$ cat src/rtl/core/fircb_ram.sv
// ----------------------------------------------------------------------------
// fircb_ram
// Generic simple dual-port RAM: one write port, one read port, registered read.
// ----------------------------------------------------------------------------
`default_nettype none

module fircb_ram #(
   parameter int WIDTH = 16,
   parameter int DEPTH = 128,
   localparam int AW = $clog2(DEPTH)
) (
   input  wire logic             clock,
   input  wire logic             wr_en,
   input  wire logic [AW-1:0]    wr_addr,
   input  wire logic [WIDTH-1:0] wr_data,
   input  wire logic             rd_en,
   input  wire logic [AW-1:0]    rd_addr,
   output logic      [WIDTH-1:0] rd_data
);

   logic [WIDTH-1:0] mem [DEPTH];

   // write port
   always_ff @(posedge clock) begin
      if (wr_en) begin
         mem[wr_addr] <= wr_data;
      end
   end

   // registered read port
   always_ff @(posedge clock) begin
      if (rd_en) begin
         rd_data <= mem[rd_addr];
      end
   end

endmodule : fircb_ram

`default_nettype wire

$ cat config.mk
export PLATFORM = sky130hd
export DESIGN_NAME = fircb_ram
export DESIGN_NICKNAME = d
export VERILOG_FILES = /design/src/rtl/core/fircb_ram.sv
export SDC_FILE = /design/constraint.sdc
export NUM_CORES = 2
export LEC_CHECK = 0
export ABC_AREA = 1
export ABC_CLOCK_PERIOD_IN_PS = 2500
export BUFFER_PORTS_ARGS = -buffer_cell sky130_fd_sc_hd__buf_2
export CORE_MARGIN = 4
export CORE_UTILIZATION = 55
export DETAILED_ROUTE_END_ITERATION = 10
export PLACE_DENSITY = 0.71
export SKIP_CTS_REPAIR_TIMING = 1
export SYNTH_ARGS = -nofsm -noshare
export SYNTH_HDL_FRONTEND = slang
export SYNTH_SLANG_ARGS = --single-unit
$ cat constraint.sdc
create_clock -name clock -period 2.5 [get_ports clock]
set_input_delay 0.125 -clock clock [delete_from_list [all_inputs] [get_ports clock]]
set_output_delay 0.125 -clock clock [all_outputs]
set_load 0.02 [all_outputs]
Yosys cells after proc, flatten, opt, wreduce, memory -nomap -nowiden
Memory sizes are Yosys's and may differ from the RTL's. A register that Yosys moved wholly into a read port is not among the register bits.
Cells that the tools add are included.
{ "totals": {"wordCells": 3, "mem_count": 1, "inputBits": 33, "ramBits": 2048, "register_bits": 0} }
{ "mem_list": {"columns": ["memory", "words", "width", "read_ports", "rd_clocked_by_memory_dff", "wr", "line", "source"], "rows": [
  ["mem", 128, 16, 1, 1, 1, "21", "logic [WIDTH-1:0] mem [DEPTH];"]
]} }
{ "op_classes": {"n_mux": 2} }
{ "op_table": {"columns": ["cell", "n"], "rows": [
  ["1-bit two-way mux", 2]
]} }

Logic depth before layout (Yosys ltp)
{ "depth": {"depth_word": 2, "mapped_depth": 13} }

Worst setup path after synthesis
OpenSTA, ideal clock, no wires.
{ "synth_timing": {"path_kind": "in2reg", "startpoint": "input port wr_en", "endpoint": "memory mem[105][0], enable pin", "t_arrival_ps": 1441, "stages": 4, "path_slack_ps": 670, "n_path_buf": 2, "required_ps": 2112, "cell_sequence": "clkbuf_1 nand2_1 clkbuf_1 nor2_1"} }
{ "synth_via": {"elab_chain_len": 2} }
{ "synth_rtl": {"columns": ["element", "line", "source"], "rows": [
  ["start, declared", "13", "input wire logic wr_en,"],
  ["1-bit two-way mux", "25", "if (wr_en) begin"],
  ["1-bit two-way mux (implied by the code)", "26", "mem[wr_addr] <= wr_data;"],
  ["end, declared", "21", null]
]} }
Every way passes these cells.

==> results.yml <==
power:
  p_leak_nw: 33.0
  irDropWorstVdd_uv: 802
  power.density_nw_per_um2: 763
routing:
  detail_route.drc_violations: 0
  avgViaCountPerCell: 6.05
  drt-pass1-iter-count: 6
  num_vias: 55359
  routed_wire_length_per_instance_um: 24.8
  drt_first_iter_violations: 7800
  detail-route-antenna-nets: 0
  wl_mm: 227
clocking:
  cts_root_buffer: "clkbuf_16"
  later_pin_clock_latency_in_the_skew_report_ns: 0.82
  clock_tree.buffer_depth: 3
  tritoncts_clock_tree: "built"
  cts_sinks: 2064
  cts_max_level: 4
  clk_transition_reported_paths_ns: 0.06
  numCtsBuffers: 200
timing:
  timing.final.ws_setup_ns: 0.423
  setup-violations-final: 0
  finalHoldViolCount: 0
  final-max-slew-violation-count: 0
  max_clock_freq_mhz: 481
  relSlewSlack: 0.393
  final_period_minus_worst_setup_slack_ns: 2.08
  final_min_period_over_clock_period: 0.831
  finClkSkew_ns: 0.0297
  worst_slew_pin_slew_ns: 0.909
  grt_setup_unrepaired: "false"
  hold_slack_ns: 0.0956
layout:
  fraction_of_layout_instances_using_a_drive_strength_above_1: 0.0951
  layout.cells.non_filler: 9145
  final.fill_count: 11141
  multiInputGateArea_um2: 18500
  area_delta_synth_final_pct: 12.8
  final_design_area_no_fill_um2: 93600
  seq_cell_area_um2: 62000
  design.final.nets: 6998
place:
  placed_area_um2: 87300
  dpl_worst_slack_ns: -0.133
  place.gp.congestion: 0.902
  count_of_buffers_inserted_at_the_top_level_ports: 48
  dp_hpwl_mm: 130
  dp_cells: 8761
yosys:
  synth-warning-count: 0
  synth_top_cell_area_share: 0.747
  synth_fp_nets: 6826
  netlist_instances: 6793
  yosys.cell_types.count: 14
  synth_top_cells_by_count: "nand2_1 (2087), edfxtp_1 (2064), nand3_1 (2019)"
  post_synth_main_area_contributors: "edfxtp_1 (75%), nand3_1 (12%), nand2_1 (9.4%)"
  synthDominantAreaCellType: "edfxtp_1"
  synth_enable_flop_cells: 2064
  synth-seq-area-share: 0.747
  synth.cell_area_um2: 83000
  mean_syn_cell_area_um2: 12.2
  yosys_most_used_dff: "edfxtp_1"
  yosys.cell_count.top_type: "nand2_1"
  asyncSetResetFlopFracSynth: 0
  synth_seq_cells: 2064
worst_setup_path:
  critPathLaunchType: "register"
  required_ns: 3.04
  critical_path.reg2reg.startpoint: "mem[127][1]"
  path_max_fanout: 1
  worst-endpoint-arrival_ns: 2.61
  rr_endpoint: "rd_data[1]"
  r2r_cells: 8
  reg2reg_setup_slack_ns: 0.42
  setup.worst_path.class: "reg -> reg"
  worstSetupEndpointType: "register"
min_path:
  hold_path_startpoint: "wr_data[8]"
  hold_path_end: "mem[85][8]"
  worstHoldPathType: "in -> reg"
  hold_path_depth: 2
die:
  die_width_um: 396
  initial_core_util: 0.553
  rows: 142
  die_h_um: 396
  design.portCount: 49
  dieArea_um2: 157000
  placeableCoreArea_um2: 150000
outcome:
  status: "finished clean"
grt:
  grt_start_max_net_pins: 129
  grt_overflow: 0
  grt.total_usage: 0.287
  antenna_found_initial: 14
  vias_in_the_first_global_route: 52906
  global_route_wire_length_before_repair_mm: 339
run:
  max-cap-violations: 0
power by group:
group	internal, mW	switching [mW]
registers	38.2	0.0727
logic	1.27	3.42
clock network	15.9	12.5
total	55.4	16.0
worst max-delay path by stage:
| stage | start | slack (ns) | to |
|---|---|---|---|
| 3_5_place_dp | rd_addr[0] | -0.13 | rd_data[1] |
| 5_1_grt | mem[125][7] | 0.45 | rd_data[7] |
| 3_3_place_gp | rd_addr[0] | -0.08 | rd_data[1] |
| 6_report | mem[127][1] | 0.42 | rd_data[1] |
| 4_1_cts | mem[127][1] | 0.51 | rd_data[1] |
| 2_1_floorplan | wr_en | 0.67 | mem[105][0] |
routing by layer:
layer | share of wire | track usage
met5 | 0.00047 | 0
met2 | 0.46 | 0.438
met1 | 0.38 | 0.405
met4 | 0.044 | 0.121
met3 | 0.12 | 0.0619
kinds of logic (layout without fill, tap and decap cells):
family / after synthesis / after routing / synth area share
flops: 2064 / 2064 / 0.747
simple gates: 4248 / 4248 / 0.223
other cells: 0 / 7 / 0
buf+inv: 481 / 810 / 0.0305
cell usage in the layout, fill, tap and decap left out:
cell type      count
nand2_1         2087
edfxtp_1        2064
nand3_1         2019
buf_4            284
clkbuf_16        204
nor2_1           134
buf_12            94
clkinv_1          51
clkbuf_1          45
clkinv_2          36
buf_2             28
inv_1             19
dlygate4sd3_1     18
bufinv_16         10
nor3_1             8
diode_2            7
clkinv_8           5
inv_6              5
inv_8              3
buf_8              3
clkinvlp_4         2
inv_16             1
inv_4              1
inv_2              1
registers in the layout, summed over array words and instances (netlist names):
| signal | cells |
|---|---|
| rd_data | 16 |
| mem | 2048 |
layout make-up:
type	instances	share of cell area
multi-input combinational	4248	0.197
timing repair buffer	427	0.0468
sequential	2064	0.662
clock buffer	249	0.0563
tap	2016	0.0269
inverter	24	0.00132
antenna	7	0.000187
clock inverter	110	0.00880
metrics by stage:
stage	power [mW]	util	setup TNS (ns)
2_1_floorplan	41.4	-	0
3_3_place_gp	43.5	0.582	-0.0932
3_5_place_dp	43.6	0.582	-0.175
4_1_cts	71.5	0.623	0
5_1_grt	73.4	0.624	0
6_report	71.4	0.624	0
worst max-delay path: stages (launching register included):
cell and delay, ns:
edfxtp_1 0.36, nand2_1 0.08, nand3_1 0.07, nand3_1 0.13, nand3_1 0.12, nand3_1 0.22, nand3_1 0.25, nand3_1 0.42
nand2_1 0.14
No activity file was read; power rests on OpenSTA's default activity.
